`src/rtl/frmma_pkg.sv`:
```
`timescale 1ns / 1ps
// Package for the frame rate meter: field widths, constants and the
// command/status structs between controller and datapath. No dependencies.
package frmma_pkg;

    localparam int TS_W       = 32;
    localparam int RATE_W     = 28;
    localparam int TPS_W      = 30;
    localparam int FRAC_W     = 8;
    localparam int DIVD_W     = TPS_W + FRAC_W;
    localparam int DIVS_W     = TS_W;
    localparam int WINDOW_DEF = 16;

    localparam logic [TPS_W-1:0]  TPS_RESET = TPS_W'(1000000);
    localparam logic [RATE_W-1:0] RATE_MAX  = {RATE_W{1'b1}};

    localparam logic CMD_SAMPLE  = 1'b0;
    localparam logic CMD_RESTART = 1'b1;

    typedef struct packed {
        logic latch_in;
        logic decide;
        logic update;
        logic start_avg;
        logic load_avg;
        logic load_out;
    } t_dp_cmd;

    typedef struct packed {
        logic measure;
        logic avg_needed;
        logic div_done;
        logic avg_done;
    } t_dp_stat;

endpackage

```
`src/rtl/frmma_if.sv`:
```
`timescale 1ns / 1ps
// Valid/ready channel interfaces for input items and result items.
// Depends on frmma_pkg.
interface frmma_in_if import frmma_pkg::*; ();
    logic            valid;
    logic            ready;
    logic            command;
    logic [TS_W-1:0] timestamp;

    modport source (output valid, output command, output timestamp, input ready);
    modport sink   (input valid, input command, input timestamp, output ready);
endinterface

interface frmma_out_if import frmma_pkg::*; ();
    logic              valid;
    logic              ready;
    logic [RATE_W-1:0] current_rate;
    logic [RATE_W-1:0] average_rate;
    logic              time_went_back;
    logic              average_ready;

    modport source (output valid, output current_rate, output average_rate,
                    output time_went_back, output average_ready, input ready);
    modport sink   (input valid, input current_rate, input average_rate,
                    input time_went_back, input average_ready, output ready);
endinterface

```
`src/rtl/frmma_ram.sv`:
```
`timescale 1ns / 1ps
// Generic single-write, single-read RAM with registered read data.
// No dependencies.
module frmma_ram #(
    parameter int WIDTH = 8,
    parameter int DEPTH = 16
) (
    input  logic                     i_clk,
    input  logic                     i_wr_en,
    input  logic [$clog2(DEPTH)-1:0] i_wr_addr,
    input  logic [WIDTH-1:0]         i_wr_data,
    input  logic                     i_rd_en,
    input  logic [$clog2(DEPTH)-1:0] i_rd_addr,
    output logic [WIDTH-1:0]         o_rd_data
);
    logic [WIDTH-1:0] r_mem [DEPTH];
    logic [WIDTH-1:0] r_rd_data;

    always_ff @(posedge i_clk) begin
        if (i_wr_en) begin
            r_mem[i_wr_addr] <= i_wr_data;
        end
        if (i_rd_en) begin
            r_rd_data <= r_mem[i_rd_addr];
        end
    end

    assign o_rd_data = r_rd_data;
endmodule

```
`src/rtl/frmma_div.sv`:
```
`timescale 1ns / 1ps
// Restoring divider, one quotient bit per cycle, used for the rate.
// Depends on frmma_pkg.
module frmma_div import frmma_pkg::*; (
    input  logic              i_clk,
    input  logic              i_rst_n,
    input  logic              i_start,
    input  logic [DIVD_W-1:0] i_dividend,
    input  logic [DIVS_W-1:0] i_divisor,
    output logic              o_done,
    output logic [DIVD_W-1:0] o_quotient
);
    localparam int CNT_W = $clog2(DIVD_W);

    logic              r_busy;
    logic              r_done;
    logic [CNT_W-1:0]  r_cnt;
    logic [DIVS_W-1:0] r_dsr;
    logic [DIVS_W-1:0] r_rem;
    logic [DIVD_W-1:0] r_quo;
    logic [DIVS_W:0]   rem_sh;
    logic              ge;

    assign rem_sh = {r_rem, r_quo[DIVD_W-1]};
    assign ge     = rem_sh >= {1'b0, r_dsr};

    always_ff @(posedge i_clk) begin
        if (!i_rst_n) begin
            r_busy <= 1'b0;
            r_done <= 1'b0;
            r_cnt  <= '0;
        end else begin
            r_done <= 1'b0;
            if (i_start) begin
                r_busy <= 1'b1;
                r_cnt  <= '0;
            end else if (r_busy) begin
                if (r_cnt == CNT_W'(DIVD_W - 1)) begin
                    r_busy <= 1'b0;
                    r_done <= 1'b1;
                end
                r_cnt <= r_cnt + 1'b1;
            end
        end
    end

    always_ff @(posedge i_clk) begin
        if (i_start) begin
            r_dsr <= i_divisor;
            r_rem <= '0;
            r_quo <= i_dividend;
        end else if (r_busy) begin
            r_rem <= ge ? DIVS_W'(rem_sh - {1'b0, r_dsr}) : rem_sh[DIVS_W-1:0];
            r_quo <= {r_quo[DIVD_W-2:0], ge};
        end
    end

    assign o_done     = r_done;
    assign o_quotient = r_quo;
endmodule

```
`src/rtl/frmma_datapath.sv`:
```
`timescale 1ns / 1ps
// Datapath: timestamp store, rate window RAM, running sum, divider, average and results.
// Depends on frmma_pkg, frmma_ram and frmma_div.
module frmma_datapath import frmma_pkg::*; #(
    parameter int WINDOW = WINDOW_DEF
) (
    input  logic              i_clk,
    input  logic              i_rst_n,
    input  t_dp_cmd           i_cmd,
    output t_dp_stat          o_stat,
    input  logic              i_cfg_wr_en,
    input  logic [TPS_W-1:0]  i_cfg_wr_data,
    input  logic              i_command,
    input  logic [TS_W-1:0]   i_timestamp,
    output logic [RATE_W-1:0] o_current_rate,
    output logic [RATE_W-1:0] o_average_rate,
    output logic              o_time_went_back,
    output logic              o_average_ready
);
    localparam int SLOT_W  = (WINDOW > 1) ? $clog2(WINDOW) : 1;
    localparam int COUNT_W = $clog2(WINDOW + 2);
    localparam int SUM_W   = RATE_W + SLOT_W;

    // sum / WINDOW as sum * ceil(2^RECIP_SH / WINDOW) >> RECIP_SH, one 8-bit digit per cycle
    localparam int AVG_CH    = 8;
    localparam int AVG_STEPS = (SUM_W + AVG_CH - 1) / AVG_CH;
    localparam int AVG_PAD   = AVG_STEPS * AVG_CH;
    localparam int AVG_CNT_W = $clog2(AVG_STEPS + 1);
    localparam int RECIP_SH  = RATE_W + 2 * SLOT_W;
    localparam int RECIP_W   = RATE_W + SLOT_W + 2;
    localparam int PROD_W    = AVG_PAD + RECIP_W;
    localparam longint unsigned RECIP_FULL =
        ((64'd1 << RECIP_SH) + 64'(WINDOW) - 64'd1) / 64'(WINDOW);
    localparam logic [RECIP_W-1:0] RECIP = RECIP_W'(RECIP_FULL);

    logic [TPS_W-1:0]   r_tps;
    logic               r_command;
    logic [TS_W-1:0]    r_now;
    logic [TS_W-1:0]    r_prev;
    logic [SLOT_W-1:0]  r_slot;
    logic [COUNT_W-1:0] r_count;
    logic [SUM_W-1:0]   r_sum;
    logic [RATE_W-1:0]  r_current;
    logic [RATE_W-1:0]  r_average;
    logic               r_went_back;
    logic [RATE_W-1:0]  r_out_current;
    logic [RATE_W-1:0]  r_out_average;
    logic               r_out_back;
    logic               r_out_avg_rdy;
    logic [AVG_CNT_W-1:0] r_avg_cnt;
    logic               r_avg_done;
    logic [AVG_PAD-1:0] r_avg_sh;
    logic [PROD_W-1:0]  r_avg_acc;

    logic               has_prev;
    logic               back;
    logic               measure;
    logic               full;
    logic               div_start;
    logic [DIVD_W-1:0]  div_dividend;
    logic [DIVS_W-1:0]  div_divisor;
    logic               div_done;
    logic [DIVD_W-1:0]  div_quo;
    logic [RATE_W-1:0]  ram_rd;
    logic [RATE_W-1:0]  old_rate;
    logic [RATE_W-1:0]  rate;
    logic [SUM_W-1:0]   n_sum;
    logic [SLOT_W-1:0]  n_slot;
    logic [AVG_CH-1:0]  avg_digit;
    logic [RECIP_W+AVG_CH-1:0] avg_part;
    logic [PROD_W-1:0]  n_avg_acc;

    assign has_prev = r_prev != '0;
    assign back     = has_prev && (r_prev > r_now);
    assign measure  = (r_command == CMD_SAMPLE) && has_prev && !back;
    assign full     = r_count >= COUNT_W'(WINDOW);

    assign div_start    = i_cmd.decide && measure;
    assign div_dividend = {r_tps, FRAC_W'(0)};
    assign div_divisor  = r_now - r_prev;

    frmma_div u_div (
        .i_clk      (i_clk),
        .i_rst_n    (i_rst_n),
        .i_start    (div_start),
        .i_dividend (div_dividend),
        .i_divisor  (div_divisor),
        .o_done     (div_done),
        .o_quotient (div_quo)
    );

    // Zero delta gives an all-ones quotient and saturates here as well.
    assign rate     = (div_quo[DIVD_W-1:RATE_W] != '0) ? RATE_MAX : div_quo[RATE_W-1:0];
    // Slots at or past the fill count were not written since the last clear.
    assign old_rate = full ? ram_rd : '0;
    assign n_sum    = r_sum - SUM_W'(old_rate) + SUM_W'(rate);
    assign n_slot   = (r_slot == SLOT_W'(WINDOW - 1)) ? '0 : r_slot + 1'b1;

    assign avg_digit = r_avg_sh[AVG_PAD-1 -: AVG_CH];
    assign avg_part  = {AVG_CH'(0), RECIP} * {RECIP_W'(0), avg_digit};
    assign n_avg_acc = {r_avg_acc[PROD_W-AVG_CH-1:0], AVG_CH'(0)} + PROD_W'(avg_part);

    frmma_ram #(
        .WIDTH (RATE_W),
        .DEPTH (WINDOW)
    ) u_window (
        .i_clk     (i_clk),
        .i_wr_en   (i_cmd.update),
        .i_wr_addr (r_slot),
        .i_wr_data (rate),
        .i_rd_en   (i_cmd.decide),
        .i_rd_addr (r_slot),
        .o_rd_data (ram_rd)
    );

    always_ff @(posedge i_clk) begin
        if (i_cmd.latch_in) begin
            r_command <= i_command;
            r_now     <= i_timestamp;
        end
        if (i_cmd.load_out) begin
            r_out_current <= r_current;
            r_out_average <= r_average;
            r_out_back    <= r_went_back;
            r_out_avg_rdy <= r_count > COUNT_W'(WINDOW);
        end
        if (i_cmd.start_avg) begin
            r_avg_sh  <= AVG_PAD'(r_sum);
            r_avg_acc <= '0;
        end else if (r_avg_cnt != '0) begin
            r_avg_sh  <= {r_avg_sh[AVG_PAD-AVG_CH-1:0], AVG_CH'(0)};
            r_avg_acc <= n_avg_acc;
        end
    end

    always_ff @(posedge i_clk) begin
        if (!i_rst_n) begin
            r_tps       <= TPS_RESET;
            r_prev      <= '0;
            r_slot      <= '0;
            r_count     <= '0;
            r_sum       <= '0;
            r_current   <= '0;
            r_average   <= '0;
            r_went_back <= 1'b0;
            r_avg_cnt   <= '0;
            r_avg_done  <= 1'b0;
        end else begin
            r_avg_done <= 1'b0;
            if (i_cfg_wr_en) begin
                r_tps <= i_cfg_wr_data;
            end
            if (i_cmd.decide) begin
                r_went_back <= back && (r_command == CMD_SAMPLE);
                if ((r_command == CMD_RESTART) || back) begin
                    r_prev  <= '0;
                    r_slot  <= '0;
                    r_count <= '0;
                    r_sum   <= '0;
                end else if (!has_prev) begin
                    r_prev <= r_now;
                end
            end
            if (i_cmd.update) begin
                r_current <= rate;
                r_sum     <= n_sum;
                r_slot    <= n_slot;
                r_prev    <= r_now;
                if (r_count <= COUNT_W'(WINDOW)) begin
                    r_count <= r_count + 1'b1;
                end
            end
            if (i_cmd.start_avg) begin
                r_avg_cnt <= AVG_CNT_W'(AVG_STEPS);
            end else if (r_avg_cnt != '0) begin
                r_avg_cnt <= r_avg_cnt - 1'b1;
                if (r_avg_cnt == AVG_CNT_W'(1)) begin
                    r_avg_done <= 1'b1;
                end
            end
            if (i_cmd.load_avg) begin
                r_average <= r_avg_acc[RECIP_SH +: RATE_W];
            end
        end
    end

    assign o_stat.measure    = measure;
    assign o_stat.avg_needed = full;
    assign o_stat.div_done   = div_done;
    assign o_stat.avg_done   = r_avg_done;

    assign o_current_rate   = r_out_current;
    assign o_average_rate   = r_out_average;
    assign o_time_went_back = r_out_back;
    assign o_average_ready  = r_out_avg_rdy;
endmodule

```
`src/rtl/frmma_ctrl.sv`:
```
`timescale 1ns / 1ps
// Controller state machine: input/output handshakes and datapath sequencing.
// Depends on frmma_pkg.
module frmma_ctrl import frmma_pkg::*; (
    input  logic     i_clk,
    input  logic     i_rst_n,
    input  logic     i_in_valid,
    output logic     o_in_ready,
    output logic     o_out_valid,
    input  logic     i_out_ready,
    output t_dp_cmd  o_cmd,
    input  t_dp_stat i_stat
);
    typedef enum logic [6:0] {
        S_IDLE   = 7'b0000001,
        S_DECIDE = 7'b0000010,
        S_RDIV   = 7'b0000100,
        S_UPD    = 7'b0001000,
        S_ASTART = 7'b0010000,
        S_ADIV   = 7'b0100000,
        S_DONE   = 7'b1000000
    } t_state;

    t_state r_state;
    t_state n_state;
    logic   r_out_valid;
    logic   n_out_valid;

    always_comb begin
        n_state     = r_state;
        o_cmd       = '0;
        n_out_valid = r_out_valid && !i_out_ready;
        unique case (r_state)
            S_IDLE: begin
                if (i_in_valid) begin
                    o_cmd.latch_in = 1'b1;
                    n_state        = S_DECIDE;
                end
            end
            S_DECIDE: begin
                o_cmd.decide = 1'b1;
                n_state      = i_stat.measure ? S_RDIV : S_DONE;
            end
            S_RDIV: begin
                if (i_stat.div_done) begin
                    n_state = S_UPD;
                end
            end
            S_UPD: begin
                o_cmd.update = 1'b1;
                n_state      = i_stat.avg_needed ? S_ASTART : S_DONE;
            end
            S_ASTART: begin
                o_cmd.start_avg = 1'b1;
                n_state         = S_ADIV;
            end
            S_ADIV: begin
                if (i_stat.avg_done) begin
                    o_cmd.load_avg = 1'b1;
                    n_state        = S_DONE;
                end
            end
            S_DONE: begin
                if (!r_out_valid || i_out_ready) begin
                    o_cmd.load_out = 1'b1;
                    n_out_valid    = 1'b1;
                    n_state        = S_IDLE;
                end
            end
            default: begin
                n_state = S_IDLE;
            end
        endcase
    end

    always_ff @(posedge i_clk) begin
        if (!i_rst_n) begin
            r_state     <= S_IDLE;
            r_out_valid <= 1'b0;
        end else begin
            r_state     <= n_state;
            r_out_valid <= n_out_valid;
        end
    end

    assign o_in_ready  = r_state == S_IDLE;
    assign o_out_valid = r_out_valid;
endmodule

```
`src/rtl/frame_rate_meter_moving_average.sv`:
```
`timescale 1ns / 1ps
// Channel    Dir  Handshake      Payload
// i_in       in   valid/ready    command, timestamp
// o_out      out  valid/ready    current_rate, average_rate, time_went_back, average_ready
// i_cfg_*    in   write enable   ticks_per_second
// A restart, an earlier timestamp or a first timestamp skips the divider and goes to the result.
// A measurement runs the 38-step divider for the rate; one item is processed at a time.
// Once the window is full a reciprocal multiply (4 steps at the default window) follows it.
// Synchronous active-low reset; window RAM is not cleared, a fill count masks stale slots.
// A held result register lets the next item be taken while o_out stalls.
// Top level of the frame rate meter; depends on frmma_pkg, frmma_if, frmma_ctrl, frmma_datapath.
module frame_rate_meter_moving_average import frmma_pkg::*; #(
    parameter int WINDOW = WINDOW_DEF
) (
    input  logic             i_clk,
    input  logic             i_rst_n,
    input  logic             i_cfg_wr_en,
    input  logic [TPS_W-1:0] i_cfg_wr_data,
    frmma_in_if.sink         i_in,
    frmma_out_if.source      o_out
);
    t_dp_cmd  cmd;
    t_dp_stat stat;

    frmma_ctrl u_ctrl (
        .i_clk       (i_clk),
        .i_rst_n     (i_rst_n),
        .i_in_valid  (i_in.valid),
        .o_in_ready  (i_in.ready),
        .o_out_valid (o_out.valid),
        .i_out_ready (o_out.ready),
        .o_cmd       (cmd),
        .i_stat      (stat)
    );

    frmma_datapath #(
        .WINDOW (WINDOW)
    ) u_dp (
        .i_clk            (i_clk),
        .i_rst_n          (i_rst_n),
        .i_cmd            (cmd),
        .o_stat           (stat),
        .i_cfg_wr_en      (i_cfg_wr_en),
        .i_cfg_wr_data    (i_cfg_wr_data),
        .i_command        (i_in.command),
        .i_timestamp      (i_in.timestamp),
        .o_current_rate   (o_out.current_rate),
        .o_average_rate   (o_out.average_rate),
        .o_time_went_back (o_out.time_went_back),
        .o_average_ready  (o_out.average_ready)
    );
endmodule

```
`src/flat_wrapper.sv`:
```
// flat-port wrapper written by rule: the top's interface ports become plain ports
module frame_rate_meter_moving_average_flat import frmma_pkg::*;
#(
    parameter int WINDOW = WINDOW_DEF
)
  (i_clk, i_rst_n, i_cfg_wr_en, i_cfg_wr_data, i_in_valid, i_in_command, i_in_timestamp, i_in_ready, o_out_valid, o_out_current_rate, o_out_average_rate, o_out_time_went_back, o_out_average_ready, o_out_ready);
  frmma_in_if i_in_i ();
  frmma_out_if o_out_i ();
  input  logic i_clk;
  input  logic i_rst_n;
  input  logic i_cfg_wr_en;
  input  logic [TPS_W-1:0] i_cfg_wr_data;
  input wire logic [$bits(i_in_i.valid)-1:0] i_in_valid;
  input wire logic [$bits(i_in_i.command)-1:0] i_in_command;
  input wire logic [$bits(i_in_i.timestamp)-1:0] i_in_timestamp;
  output wire logic [$bits(i_in_i.ready)-1:0] i_in_ready;
  output wire logic [$bits(o_out_i.valid)-1:0] o_out_valid;
  output wire logic [$bits(o_out_i.current_rate)-1:0] o_out_current_rate;
  output wire logic [$bits(o_out_i.average_rate)-1:0] o_out_average_rate;
  output wire logic [$bits(o_out_i.time_went_back)-1:0] o_out_time_went_back;
  output wire logic [$bits(o_out_i.average_ready)-1:0] o_out_average_ready;
  input wire logic [$bits(o_out_i.ready)-1:0] o_out_ready;
  assign i_in_i.valid = i_in_valid;
  assign i_in_i.command = i_in_command;
  assign i_in_i.timestamp = i_in_timestamp;
  assign i_in_ready = i_in_i.ready;
  assign o_out_valid = o_out_i.valid;
  assign o_out_current_rate = o_out_i.current_rate;
  assign o_out_average_rate = o_out_i.average_rate;
  assign o_out_time_went_back = o_out_i.time_went_back;
  assign o_out_average_ready = o_out_i.average_ready;
  assign o_out_i.ready = o_out_ready;
  frame_rate_meter_moving_average #(.WINDOW(WINDOW)) u_core (.i_clk(i_clk), .i_rst_n(i_rst_n), .i_cfg_wr_en(i_cfg_wr_en), .i_cfg_wr_data(i_cfg_wr_data), .i_in(i_in_i), .o_out(o_out_i));
endmodule
```
`config.mk`:
```
export PLATFORM = sky130hd
export DESIGN_NAME = frame_rate_meter_moving_average_flat
export DESIGN_NICKNAME = d
export VERILOG_FILES = /design/src/rtl/frmma_pkg.sv /design/src/rtl/frmma_if.sv /design/src/rtl/frmma_ram.sv /design/src/rtl/frmma_div.sv /design/src/rtl/frmma_datapath.sv /design/src/rtl/frmma_ctrl.sv /design/src/rtl/frame_rate_meter_moving_average.sv /design/src/flat_wrapper.sv
export SDC_FILE = /design/constraint.sdc
export NUM_CORES = 1
export LEC_CHECK = 0
export BUFFER_PORTS_ARGS = -buffer_cell sky130_fd_sc_hd__buf_4
export CELL_PAD_IN_SITES_DETAIL_PLACEMENT = 1
export CELL_PAD_IN_SITES_GLOBAL_PLACEMENT = 2
export CORE_MARGIN = 3
export CORE_UTILIZATION = 35
export CTS_CLUSTER_SIZE = 16
export DETAILED_ROUTE_END_ITERATION = 10
export MAX_ROUTING_LAYER = met4
export PLACE_DENSITY_LB_ADDON = 0.1
export SLEW_MARGIN = 10
export SYNTH_ARGS = -nofsm -noshare
export SYNTH_HDL_FRONTEND = slang
export SYNTH_SLANG_ARGS = --single-unit
```
`constraint.sdc`:
```
create_clock -name i_clk -period 10.7 [get_ports i_clk]
set_clock_uncertainty 0.1 [all_clocks]
set_input_delay 0.535 -clock i_clk [delete_from_list [all_inputs] [get_ports i_clk]]
set_output_delay 0.535 -clock i_clk [all_outputs]
set_load 0.02 [all_outputs]
```
==> metrics.cfg, run 1 <==
[cells_and_area]
drive_gt1_share_pct=15.3
post_layout_nonfiller_instances=4711
antenna_cells=0
fillerInstances=11368
syn2layout_area_growth_pct=16.7
fin_nets=3340

[clock_network]
clkLatencyLatePin_ns=0.69
ctsHtreeMaxLevel=3
cts.repair.resized=0
cts-buffers-inserted=102
clock_tree.buffer_depth=3
numClockSinks=913
root_buffer=sky130_fd_sc_hd__clkbuf_16
tritoncts=built
post-cts-setup-buffers=0
clock_transition_at_path_regs_ns=0.06

[critical_path]
cpLargestDelayFamily=compound AO/OA/AOI/OAI gates
cp_cell_sequence=nor4_1 > nand3_2 > nor2_1 > fa_1 > inv_1 > ha_1 > nor2b_1 > o211a_1 > o31a_1 > a21o_1 > a2111o_1 > a21oi_1 > a21oi_1 > a31oi_1 > xor2_1 > o21ai_0
cp-end-kind=register
cp_data_arrival_time_ns=5.80
timing.critical_path.required_ns=11.15
critical_path.most_common_cell=sky130_fd_sc_hd__a21oi_1
startpoint_class=register
worst-setup-path-type=reg2reg
cp_slowest_stage_delay_ns=0.67
critPathMaxFanout=28
cp_slowest_cell=sky130_fd_sc_hd__nand3_2
cp.buffers_inverters=1

[place]
post-place-cells=4456
place.detailed.hpwl_um=68600
gpl.final_weighted_congestion=0.803
port-buffer-count=127

[sta]
finalHoldViolations=0
fin_crit_ns=5.36
setup_total_negative_slack_ns=0
timing.final.max_slew_violations=0
worst_slew_pin_slew_ns=1.20
max_clock_freq_mhz=187
grt_setup_unrepaired=no
post-route-period-util_pct=50.1
setup_viol_count_final=0
max-slew-margin-rel_pct=19.8

[floorplanning]
die-width_um=342
die_area_mm2=0.117
design.core.area_mm2=0.111
i_o_pins=128
initial_core_util_pct=35.5
floorplan.die.height_um=342
num_rows=122

[yosys]
synth_top_family_by_area=multiplexers
syn-cell-area_mm2=0.0395
synth_seq_cells=913
yosysWarnings=0
post_synth_xor_area_fraction_pct=1.95
primary_ff_master_synth=sky130_fd_sc_hd__edfxtp_1
synth_cells=2940
async_reset_ff_share_pct=0
synth.net_count=3145
synth_sequential_area_ratio_pct=63.0
synthDistinctLibCells=65
synth_compound_gate_area_share_pct=8.94
post_synth_mux_area_share_pct=9.57
syn_area_per_cell_um2=13.4
synth_enable_flop_cells=661
synth-simple-area-share_pct=8.27
synth-adder-area-share_pct=4.91

[detailed_routing]
count_of_antenna_violating_nets_left_after_detailed_routing=0
wire_per_inst_um=22.7
vias=23871
detail_route.first_pass.iterations=5
drt_iter0_markers=1493
via_per_inst=5.07
finalWirelength_um=107000
drcViolationCount=0

[power]
irDropWorstVdd_mv=0.138
seq_power_share_pct=47.1
cell_internal_pwr_w=0.00654
power.density_mw_per_mm2=191
pwr-share-comb_pct=13.8
total_leakage_power_nw=14.8
sw_frac_of_total_pct=25.9
clock_power_share_pct=39.0
net-switching-power_w=0.00229

[worst_hold_path]
holdCritPathClass=in2reg

[global_route]
global_route.usage.total_pct=18.7
first_global_vias=25246
met2_usage_pct=29.0
antenna_found_initial=1
groute.layer.met3.usage_pct=2.27
grt-busiest-layer=met2
grt_overflow=0
globalRouteMet1Util_pct=26.3
grt_start_max_net_pins=87
global_route_wire_length_before_repair_um=162000

[outcome]
status=finished, final reports clean

[flow_run]
drv.max_cap_violation_count=0

## cell families (layout without fill, tap and decap cells)
kind of cell / Yosys count / in the layout
DFF: 913 / 913
and+or+nand+nor: 728 / 728
AOI/OAI and AO/OA: 525 / 525
buffers and inverters: 346 / 629
muxes: 203 / 203
adders and majority gates: 137 / 137
xor gates and xnor gates: 88 / 88
## power groups by stage
stage / Sequential, W / Clock (W) / Combinational, W
2_1_floorplan: 0.00418 / 0 / 0.000920
3_3_place_gp: 0.00423 / 0 / 0.00119
3_5_place_dp: 0.00423 / 0 / 0.00121
4_1_cts: 0.00416 / 0.00355 / 0.00124
5_1_grt: 0.00418 / 0.00371 / 0.00139
6_report: 0.00416 / 0.00345 / 0.00122
## sequential cells by signal (all words and copies together), names as in the netlist, 3 cells and up
name,count
u_core.u_dp.u_div.r_dsr,32
u_core.u_dp.r_sum,32
u_core.u_dp.r_current,28
u_core.u_dp.r_prev,32
u_core.u_ctrl.r_state,7
u_core.u_dp.u_div.r_rem,32
u_core.u_dp.r_tps,30
u_core.u_dp.o_average_rate,28
u_core.u_dp.r_now,32
u_core.u_dp.r_count,5
u_core.u_dp.o_current_rate,28
u_core.u_dp.r_avg_acc,32
u_core.u_dp.u_div.o_quotient,38
u_core.u_dp.r_slot,4
u_core.u_dp.u_div.r_cnt,6
u_core.u_dp.r_avg_sh,32
u_core.u_dp.u_window.r_mem,448
u_core.u_dp.r_avg_cnt,3
u_core.u_dp.u_window.o_rd_data,28
u_core.u_dp.r_average,28
## cell usage in the layout, fill, tap and decap left out, types with 28 or more instances in the layout
cell                            count
sky130_fd_sc_hd__a211oi_1          39
sky130_fd_sc_hd__a21boi_0          35
sky130_fd_sc_hd__a21o_1            42
sky130_fd_sc_hd__a21oi_1          115
sky130_fd_sc_hd__a22o_1            39
sky130_fd_sc_hd__and2_1            43
sky130_fd_sc_hd__buf_4            167
sky130_fd_sc_hd__clkbuf_1          41
sky130_fd_sc_hd__clkbuf_16        104
sky130_fd_sc_hd__dfxtp_1          247
sky130_fd_sc_hd__dlygate4sd3_1     63
sky130_fd_sc_hd__edfxtp_1         661
sky130_fd_sc_hd__fa_1              30
sky130_fd_sc_hd__ha_1             107
sky130_fd_sc_hd__inv_1            207
sky130_fd_sc_hd__mux2i_1           63
sky130_fd_sc_hd__mux4_2           140
sky130_fd_sc_hd__nand2_1          340
sky130_fd_sc_hd__nand3_1           28
sky130_fd_sc_hd__nor2_1           153
sky130_fd_sc_hd__nor2b_1           38
sky130_fd_sc_hd__o211a_1           30
sky130_fd_sc_hd__o21ai_0          111
sky130_fd_sc_hd__xnor2_1           50
sky130_fd_sc_hd__xor2_1            38
## cell type report
| type | instances | area, um2 | share of cell area (%) |
|---|---|---|---|
| Tap cell | 1488 | 1860 | 4.04 |
| Sequential cell | 913 | 24900 | 54.0 |
| Inverter | 207 | 777 | 1.69 |
| Multi-Input combinational cell | 1681 | 13400 | 29.0 |
| Clock buffer | 153 | 2870 | 6.22 |
| Clock inverter | 39 | 422 | 0.915 |
| Timing Repair Buffer | 230 | 1880 | 4.09 |
## timing repair
action                                  4_1_cts  5_1_grt
endpoints found under the setup margin        0        0
hold buffers                                 63        0
hold endpoints to repair                     63        0
## per-stage QoR
stage                     total power, W  area [um2]  utilization [%]  hold slack (ns)  worst slack, ns
after CTS                        0.00895       46100             41.4           0.0130             5.26
after floorplan                  0.00510       39500                -            0.308             6.38
final                            0.00883       46100             41.4           0.0685             5.34
after global routing             0.00928       46100             41.4           0.0551             4.86
after global placement           0.00542       42200             37.9            0.314             5.31
after detailed placement         0.00544       42200             37.9            0.317             5.29
## metal layers
metal / vias up / part of all wire (%) / wire length (um)
met5: - / 0 / 0
li1: 11151 / - / -
met3: 140 / 3.1 / 3360
met2: 349 / 46 / 49300
met4: 0 / 2.0 / 2140
met1: 12231 / 49 / 52000
## worst reg2reg max path: stages (launching register included)
cell and delay, ns:
sky130_fd_sc_hd__edfxtp_1 0.39, sky130_fd_sc_hd__nor4_1 0.38, sky130_fd_sc_hd__nand3_2 0.67, sky130_fd_sc_hd__nor2_1 0.57
sky130_fd_sc_hd__fa_1 0.49, sky130_fd_sc_hd__inv_1 0.07, sky130_fd_sc_hd__ha_1 0.27, sky130_fd_sc_hd__nor2b_1 0.17
sky130_fd_sc_hd__o211a_1 0.23, sky130_fd_sc_hd__o31a_1 0.33, sky130_fd_sc_hd__a21o_1 0.24, sky130_fd_sc_hd__a2111o_1 0.43
sky130_fd_sc_hd__a21oi_1 0.29, sky130_fd_sc_hd__a21oi_1 0.14, sky130_fd_sc_hd__a31oi_1 0.22, sky130_fd_sc_hd__xor2_1 0.16
sky130_fd_sc_hd__o21ai_0 0.08
## worst paths after layout
path / start / slack (ns) / depth (start not counted) / end
worst max register to register: u_core.u_dp.u_div.o_quotient[28] / 5.34 / 16 / u_core.u_dp.r_sum[30]
worst max-delay path: u_core.u_dp.u_div.o_quotient[28] / 5.34 / 16 / u_core.u_dp.r_sum[30]
worst min-delay path: i_cfg_wr_data[10] / 0.07 / 3 / u_core.u_dp.r_tps[10]
worst min register to register: u_core.u_dp.r_average[20] / 0.33 / 0 / u_core.u_dp.o_average_rate[20]
## cell usage after synthesis, types with 5 or more instances
library cell | number | area share, %
sky130_fd_sc_hd__mux2i_1 | 63 | 1.6
sky130_fd_sc_hd__mux4_2 | 140 | 8.0
sky130_fd_sc_hd__xor2_1 | 38 | 0.84
sky130_fd_sc_hd__o211ai_1 | 6 | 0.11
sky130_fd_sc_hd__o21ai_1 | 23 | 0.29
sky130_fd_sc_hd__a211oi_1 | 39 | 0.74
sky130_fd_sc_hd__nand3_1 | 29 | 0.37
sky130_fd_sc_hd__a22o_1 | 39 | 0.86
sky130_fd_sc_hd__ha_1 | 107 | 3.4
sky130_fd_sc_hd__o31ai_1 | 5 | 0.095
sky130_fd_sc_hd__inv_1 | 207 | 2.0
sky130_fd_sc_hd__edfxtp_1 | 661 | 50
sky130_fd_sc_hd__o21bai_1 | 8 | 0.15
sky130_fd_sc_hd__dfxtp_1 | 252 | 13
sky130_fd_sc_hd__a31oi_1 | 13 | 0.21
sky130_fd_sc_hd__xnor2_1 | 50 | 1.1
sky130_fd_sc_hd__and3_1 | 20 | 0.32
sky130_fd_sc_hd__a21oi_1 | 115 | 1.5
sky130_fd_sc_hd__nor3_1 | 20 | 0.25
sky130_fd_sc_hd__nand2b_1 | 17 | 0.27
sky130_fd_sc_hd__o211a_1 | 30 | 0.76
sky130_fd_sc_hd__and2_1 | 44 | 0.70
sky130_fd_sc_hd__o21a_1 | 16 | 0.30
sky130_fd_sc_hd__a21boi_0 | 35 | 0.66
sky130_fd_sc_hd__nor2_1 | 165 | 1.6
sky130_fd_sc_hd__nand3b_1 | 5 | 0.095
sky130_fd_sc_hd__o21ai_0 | 111 | 1.4
sky130_fd_sc_hd__nand2_1 | 341 | 3.2
sky130_fd_sc_hd__nor4_1 | 14 | 0.22
sky130_fd_sc_hd__or2_2 | 5 | 0.079
sky130_fd_sc_hd__buf_1 | 15 | 0.14
sky130_fd_sc_hd__buf_2 | 18 | 0.23
sky130_fd_sc_hd__a21o_1 | 42 | 0.80
sky130_fd_sc_hd__clkbuf_1 | 104 | 0.99
sky130_fd_sc_hd__nor2b_1 | 42 | 0.66
sky130_fd_sc_hd__nand4_1 | 14 | 0.22
sky130_fd_sc_hd__fa_1 | 30 | 1.5
No activity file was read; power rests on OpenSTA's default activity.
==> inputs of run 2 (changes only) <==
==> constraint.sdc (replaced) <==
create_clock -name i_clk -period 5.2 [get_ports i_clk]
set_clock_uncertainty 0.1 [all_clocks]
set_input_delay 0.26 -clock i_clk [delete_from_list [all_inputs] [get_ports i_clk]]
set_output_delay 0.26 -clock i_clk [all_outputs]
set_load 0.02 [all_outputs]
==> metrics.cfg, run 2 (synthesis gave the netlist of run 1 again) <==
[clock_network]
clkLatencyLatePin_ns=0.68
root_buffer=sky130_fd_sc_hd__clkbuf_16
clock_transition_at_path_regs_ns=0.06
cts-buffers-inserted=101
tritoncts=built
ctsHtreeMaxLevel=3
clock_tree.buffer_depth=3
numClockSinks=913

[place]
post-place-ws_ns=0.475
post-place-cells=4475
place.detailed.hpwl_um=68700
port-buffer-count=127
gpl.final_weighted_congestion=0.822

[global_route]
groute.layer.met3.usage_pct=2.79
met2_usage_pct=29.1
global_route_wire_length_before_repair_um=162000
globalRouteMet1Util_pct=26.5
first_global_vias=25375
grt_overflow=0
global_route.usage.total_pct=18.8
antenna_found_initial=3
grt-busiest-layer=met2
grt_start_max_net_pins=136

[critical_path]
cp_slowest_cell=sky130_fd_sc_hd__fa_1
startpoint_class=register
cp_slowest_stage_delay_ns=0.49
critPathMaxFanout=28
cp-end-kind=register
critical_path.most_common_cell=sky130_fd_sc_hd__o211ai_2
cp_data_arrival_time_ns=5.23
timing.critical_path.required_ns=5.72
worst_r2r_path_depth=17
cp_cell_sequence=nor4_1 > nand3_1 > buf_12 > nor2_1 > fa_1 > inv_1 > ha_1 > a211oi_1 > o211ai_2 > a311oi_4 > a211oi_2 > o211ai_2 > a21oi_2 > a2111oi_4 > xnor2_1 > or3_1 > o21ai_1
worst-setup-path-type=reg2reg

[cells_and_area]
largest_reg_flops=448
multi_input_comb_area_mm2=0.0134
fillerInstances=11399
fin_nets=3379
max_flop_register=u_core.u_dp.u_window.r_mem
most_frequent_standard_cell_in_the_layout_excluding_fill_and_tap_cells=sky130_fd_sc_hd__edfxtp_1
post_layout_nonfiller_instances=4749
seqCellArea_mm2=0.0249
syn2layout_area_growth_pct=17.5
most_frequent_cells_in_the_layout=sky130_fd_sc_hd__edfxtp_1 (661), sky130_fd_sc_hd__nand2_1 (340), sky130_fd_sc_hd__dfxtp_1 (247), sky130_fd_sc_hd__inv_1 (207), sky130_fd_sc_hd__buf_4 (181)
drive_gt1_share_pct=15.8

[floorplanning]
die_area_mm2=0.117
die-width_um=342
num_rows=122
floorplan.die.height_um=342
initial_core_util_pct=35.5
design.core.area_mm2=0.111
i_o_pins=128

[detailed_routing]
via_per_inst=5.08
drt_iter0_markers=1483
vias=24115
drcViolationCount=0
wire_per_inst_um=22.5
count_of_antenna_violating_nets_left_after_detailed_routing=0
finalWirelength_um=107000
detail_route.first_pass.iterations=5

[power]
sw_frac_of_total_pct=26.3
total_leakage_power_nw=15.0
seq_power_share_pct=47.6
power.density_mw_per_mm2=387
clock_power_share_pct=38.3
irDropWorstVdd_mv=0.240
cell_internal_pwr_w=0.0133
net-switching-power_w=0.00472
pwr-share-comb_pct=14.1

[worst_hold_path]
holdCritPathClass=in2reg
min_delay_path_depth=3

[sta]
finalHoldViolations=0
max-slew-margin-rel_pct=31.1
post-route-period-util_pct=90.7
max_clock_freq_mhz=212
setup_total_negative_slack_ns=0
grt_setup_unrepaired=no
timing.final.max_slew_violations=0
worst_slew_pin_slew_ns=1.03
setup_viol_count_final=0
fin_crit_ns=4.72
finalWorstSetupSlack_ns=0.482

[outcome]
status=finished, final reports clean

[flow_run]
drv.max_cap_violation_count=0

## run 2: changes by cell type in the layout (fill, tap and decap cells not counted), moves of 3 or more
cell and change:
sky130_fd_sc_hd__clkinv_2 +7, sky130_fd_sc_hd__buf_12 +5, sky130_fd_sc_hd__bufinv_16 -3, sky130_fd_sc_hd__buf_4 +14
sky130_fd_sc_hd__clkinv_8 +3, sky130_fd_sc_hd__clkbuf_1 -14, sky130_fd_sc_hd__dlygate4sd3_1 +21, sky130_fd_sc_hd__clkinv_1 +5
## run 2: final timing paths
path | endpoint | slack, ns | startpoint
worst max-delay path | u_core.u_dp.r_sum[31] | 0.48 | u_core.u_dp.u_div.o_quotient[28]
worst min-delay path | u_core.u_dp.r_tps[8] | 0.08 | i_cfg_wr_en
worst max register to register | u_core.u_dp.r_sum[31] | 0.48 | u_core.u_dp.u_div.o_quotient[28]
worst min register to register | u_core.u_dp.o_average_rate[18] | 0.33 | u_core.u_dp.r_average[18]
## run 2: final cells by class
cell class	instances	share of cell area, %
diodes	1	0.00539
clock buffers	137	5.95
clock inverters	52	0.972
inverters	207	1.67
multi-input cells	1681	28.8
flip-flops and latches	913	53.6
well taps	1488	4.01
repair buffers	270	4.95
## run 2: through the flow
step | total power, W | util (%) | hold slack (ns) | cell area, um2
after floorplan | 0.0105 | - | 0.259 | 39500
after global placement | 0.0112 | 38.1 | 0.313 | 42400
after detailed placement | 0.0112 | 38.1 | 0.322 | 42400
after CTS | 0.0183 | 41.7 | 0.0181 | 46400
after global routing | 0.0189 | 41.7 | 0.0537 | 46400
final | 0.0180 | 41.7 | 0.0792 | 46400
## run 2: worst max-delay path, delay by kind of cell, from the launching register on
family	cells	cell delay [ns]
AND/OR/NAND/NOR	4	1.02
AO/OA/AOI/OAI	8	1.96
adder cells (fa/ha/maj)	2	0.73
flip-flops	1	0.38
XOR/XNOR	1	0.12
buffers and inverters	2	0.31
## run 2: per-layer routing
layer | vias up | share of wire, %
li1 | 11236 | -
met1 | 12364 | 48
met3 | 114 | 3.8
met2 | 401 | 47
met5 | - | 0
met4 | 0 | 1.4
## run 2: power by group through the flow
| stage | registers (W) | clock network [W] | logic [W] |
|---|---|---|---|
| after global placement | 0.00871 | 0 | 0.00246 |
| after CTS | 0.00857 | 0.00713 | 0.00258 |
| after global routing | 0.00861 | 0.00743 | 0.00287 |
| after floorplan | 0.00859 | 0 | 0.00189 |
| final | 0.00856 | 0.00689 | 0.00253 |
| after detailed placement | 0.00872 | 0 | 0.00251 |
## run 2: timing repair
action / CTS / global route
hold endpoints to repair: 75 / 0
hold buffers: 84 / 0
resized for setup: 0 / 0
buffers inserted: 0 / 0
==> inputs of run 3 (changes only) <==
--- a/config.mk
+++ b/config.mk
@@ -6,6 +6,7 @@
 export NUM_CORES = 1
 export LEC_CHECK = 0
 export BUFFER_PORTS_ARGS = -buffer_cell sky130_fd_sc_hd__buf_4
+export CAP_MARGIN = 20
 export CELL_PAD_IN_SITES_DETAIL_PLACEMENT = 1
 export CELL_PAD_IN_SITES_GLOBAL_PLACEMENT = 2
 export CORE_MARGIN = 3
@@ -14,6 +15,7 @@
 export DETAILED_ROUTE_END_ITERATION = 10
 export MAX_ROUTING_LAYER = met4
 export PLACE_DENSITY_LB_ADDON = 0.1
+export SETUP_SLACK_MARGIN = 0.1
 export SLEW_MARGIN = 10
 export SYNTH_ARGS = -nofsm -noshare
 export SYNTH_HDL_FRONTEND = slang
==> constraint.sdc (replaced) <==
create_clock -name i_clk -period 4 [get_ports i_clk]
set_clock_uncertainty 0.1 [all_clocks]
set_input_delay 0.2 -clock i_clk [delete_from_list [all_inputs] [get_ports i_clk]]
set_output_delay 0.2 -clock i_clk [all_outputs]
set_load 0.02 [all_outputs]
==> metrics.cfg, run 3 (synthesis gave the netlist of run 1 again) <==
[floorplanning]
floorplan.die.height_um=342
initial_core_util_pct=35.5
design.core.area_mm2=0.111
die-width_um=342
num_rows=122
die_area_mm2=0.117
i_o_pins=128

[sta]
grt_setup_unrepaired=yes
post-route-period-util_pct=104
timing.final.max_slew_violations=0
finalHoldViolations=0
worst_slew_pin_slew_ns=0.973
setup_viol_count_final=5
setup_total_negative_slack_ns=-0.577
fin_worst_hold_slack_ns=0.124
max-slew-margin-rel_pct=35.1
max_clock_freq_mhz=240
fin_crit_ns=4.17
finalWorstSetupSlack_ns=-0.167

[clock_network]
clkLatencyLatePin_ns=0.69
clock_transition_at_path_regs_ns=0.06
clock_tree.buffer_depth=3
root_buffer=sky130_fd_sc_hd__clkbuf_16
tritoncts=built
numClockSinks=913
ctsHtreeMaxLevel=3
cts-buffers-inserted=102

[cells_and_area]
syn2layout_area_growth_pct=21.7
fin_nets=3501
drive_gt1_share_pct=20.7
most_frequent_cells_in_the_layout=sky130_fd_sc_hd__edfxtp_1 (661), sky130_fd_sc_hd__nand2_1 (341), sky130_fd_sc_hd__buf_4 (279), sky130_fd_sc_hd__dfxtp_1 (247), sky130_fd_sc_hd__inv_1 (205)
most_frequent_standard_cell_in_the_layout_excluding_fill_and_tap_cells=sky130_fd_sc_hd__edfxtp_1
max_flop_register=u_core.u_dp.u_window.r_mem
largest_reg_flops=448

[global_route]
grt_start_max_net_pins=67
first_global_vias=25992
grt_overflow=0
global_route_wire_length_before_repair_um=165000
antenna_found_initial=2
global_route.usage.total_pct=18.9

[detailed_routing]
finalWirelength_um=108000
wire_per_inst_um=22.2
vias=24597
count_of_antenna_violating_nets_left_after_detailed_routing=0
detail_route.first_pass.iterations=5
via_per_inst=5.05
drt_iter0_markers=1564
drcViolationCount=0

[critical_path]
critPathMaxFanout=13
cp_cell_sequence=nor4_2 > nand3_1 > buf_12 > buf_12 > nor2_4 > fa_1 > inv_1 > ha_4 > buf_4 > buf_4 > and3_1 > nand3_1 > buf_4 > a211oi_4 > o211ai_2 > a21oi_2 > a2111oi_4 > xnor2_1 > or3_1 > o21ai_1
timing.critical_path.required_ns=4.51
critical_path.most_common_cell=sky130_fd_sc_hd__buf_4
worst-setup-path-type=reg2reg
cp-end-kind=register
cp_slowest_cell=sky130_fd_sc_hd__fa_1
worstSetupStartpoint=u_core.u_dp.u_div.o_quotient[31]
worst_flop_to_flop_path_startpoint=u_core.u_dp.u_div.o_quotient[31]
cpLargestDelayFamily=simple AND/OR/NAND/NOR gates
cp_data_arrival_time_ns=4.67
cp.buffers_inverters=6
cp_slowest_stage_delay_ns=0.44
startpoint_class=register

[flow_run]
drv.max_cap_violation_count=0

[place]
port-buffer-count=127
gpl.final_weighted_congestion=0.813
place.detailed.hpwl_um=72200

[power]
irDropWorstVdd_mv=0.370
total_leakage_power_nw=15.7
power.density_mw_per_mm2=500

[worst_hold_path]
launch_instance_of_the_worst_min_delay_path=i_in_timestamp[20]
holdCritPathClass=in2reg

[outcome]
violated_checks=negative setup slack
status=finished, violations left

[run 3: stage by stage]
stage	worst slack, ns	utilization [%]	instances	cell area, um2	power [W]
6_report	-0.167	43.2	4870	48100	0.0240
5_1_grt	-0.419	43.2	4869	48100	0.0252
4_1_cts	-0.243	43.1	4866	47900	0.0244
3_5_place_dp	-0.360	39.0	4579	43400	0.0146
3_3_place_gp	-0.383	39.0	4579	43400	0.0145
2_1_floorplan	-0.0507	-	2940	39600	0.0136
[run 3: area by class of cell]
type,instances,area [um2]
fillers,11347,63200
well taps,1488,1860
multi-input cells,1681,13700
clock buffers,125,2740
diodes,2,5.00
flip-flops and latches,913,24900
inverters,207,777
clock inverters,63,716
repair buffers,391,3350
[run 3: power breakdown]
part | internal (W) | switching [W] | leakage (nW)
clock network | 0.00562 | 0.00396 | 1.70
logic | 0.00141 | 0.00194 | 7.39
registers | 0.0107 | 0.000373 | 6.66
total | 0.0178 | 0.00627 | 15.7
[run 3: layer usage]
metal / wire, um / global-route usage, %
met1: 53100 / 27.1
met2: 49700 / 28.9
met3: 3430 / 2.25
met4: 1760 / 4.29
met5: 0 / -
[run 3: repair_timing]
action | 4_1_cts | 5_1_grt
setup endpoints to repair | 17 | 29
gates resized for setup | 22 | 35
pin swaps | 5 | 9
buffers inserted | 0 | 1
endpoints found under the hold margin | 101 | 0
hold buffers | 99 | 0
[run 3: path summary, 6_finish.rpt]
kind	end	slack (ns)	depth (start not counted)
setup / recovery	u_core.u_dp.r_sum[31]	-0.17	20
hold reg to reg	u_core.u_dp.o_average_rate[9]	0.33	0
setup reg to reg	u_core.u_dp.r_sum[31]	-0.17	20
hold / removal	u_core.u_dp.r_now[20]	0.12	2
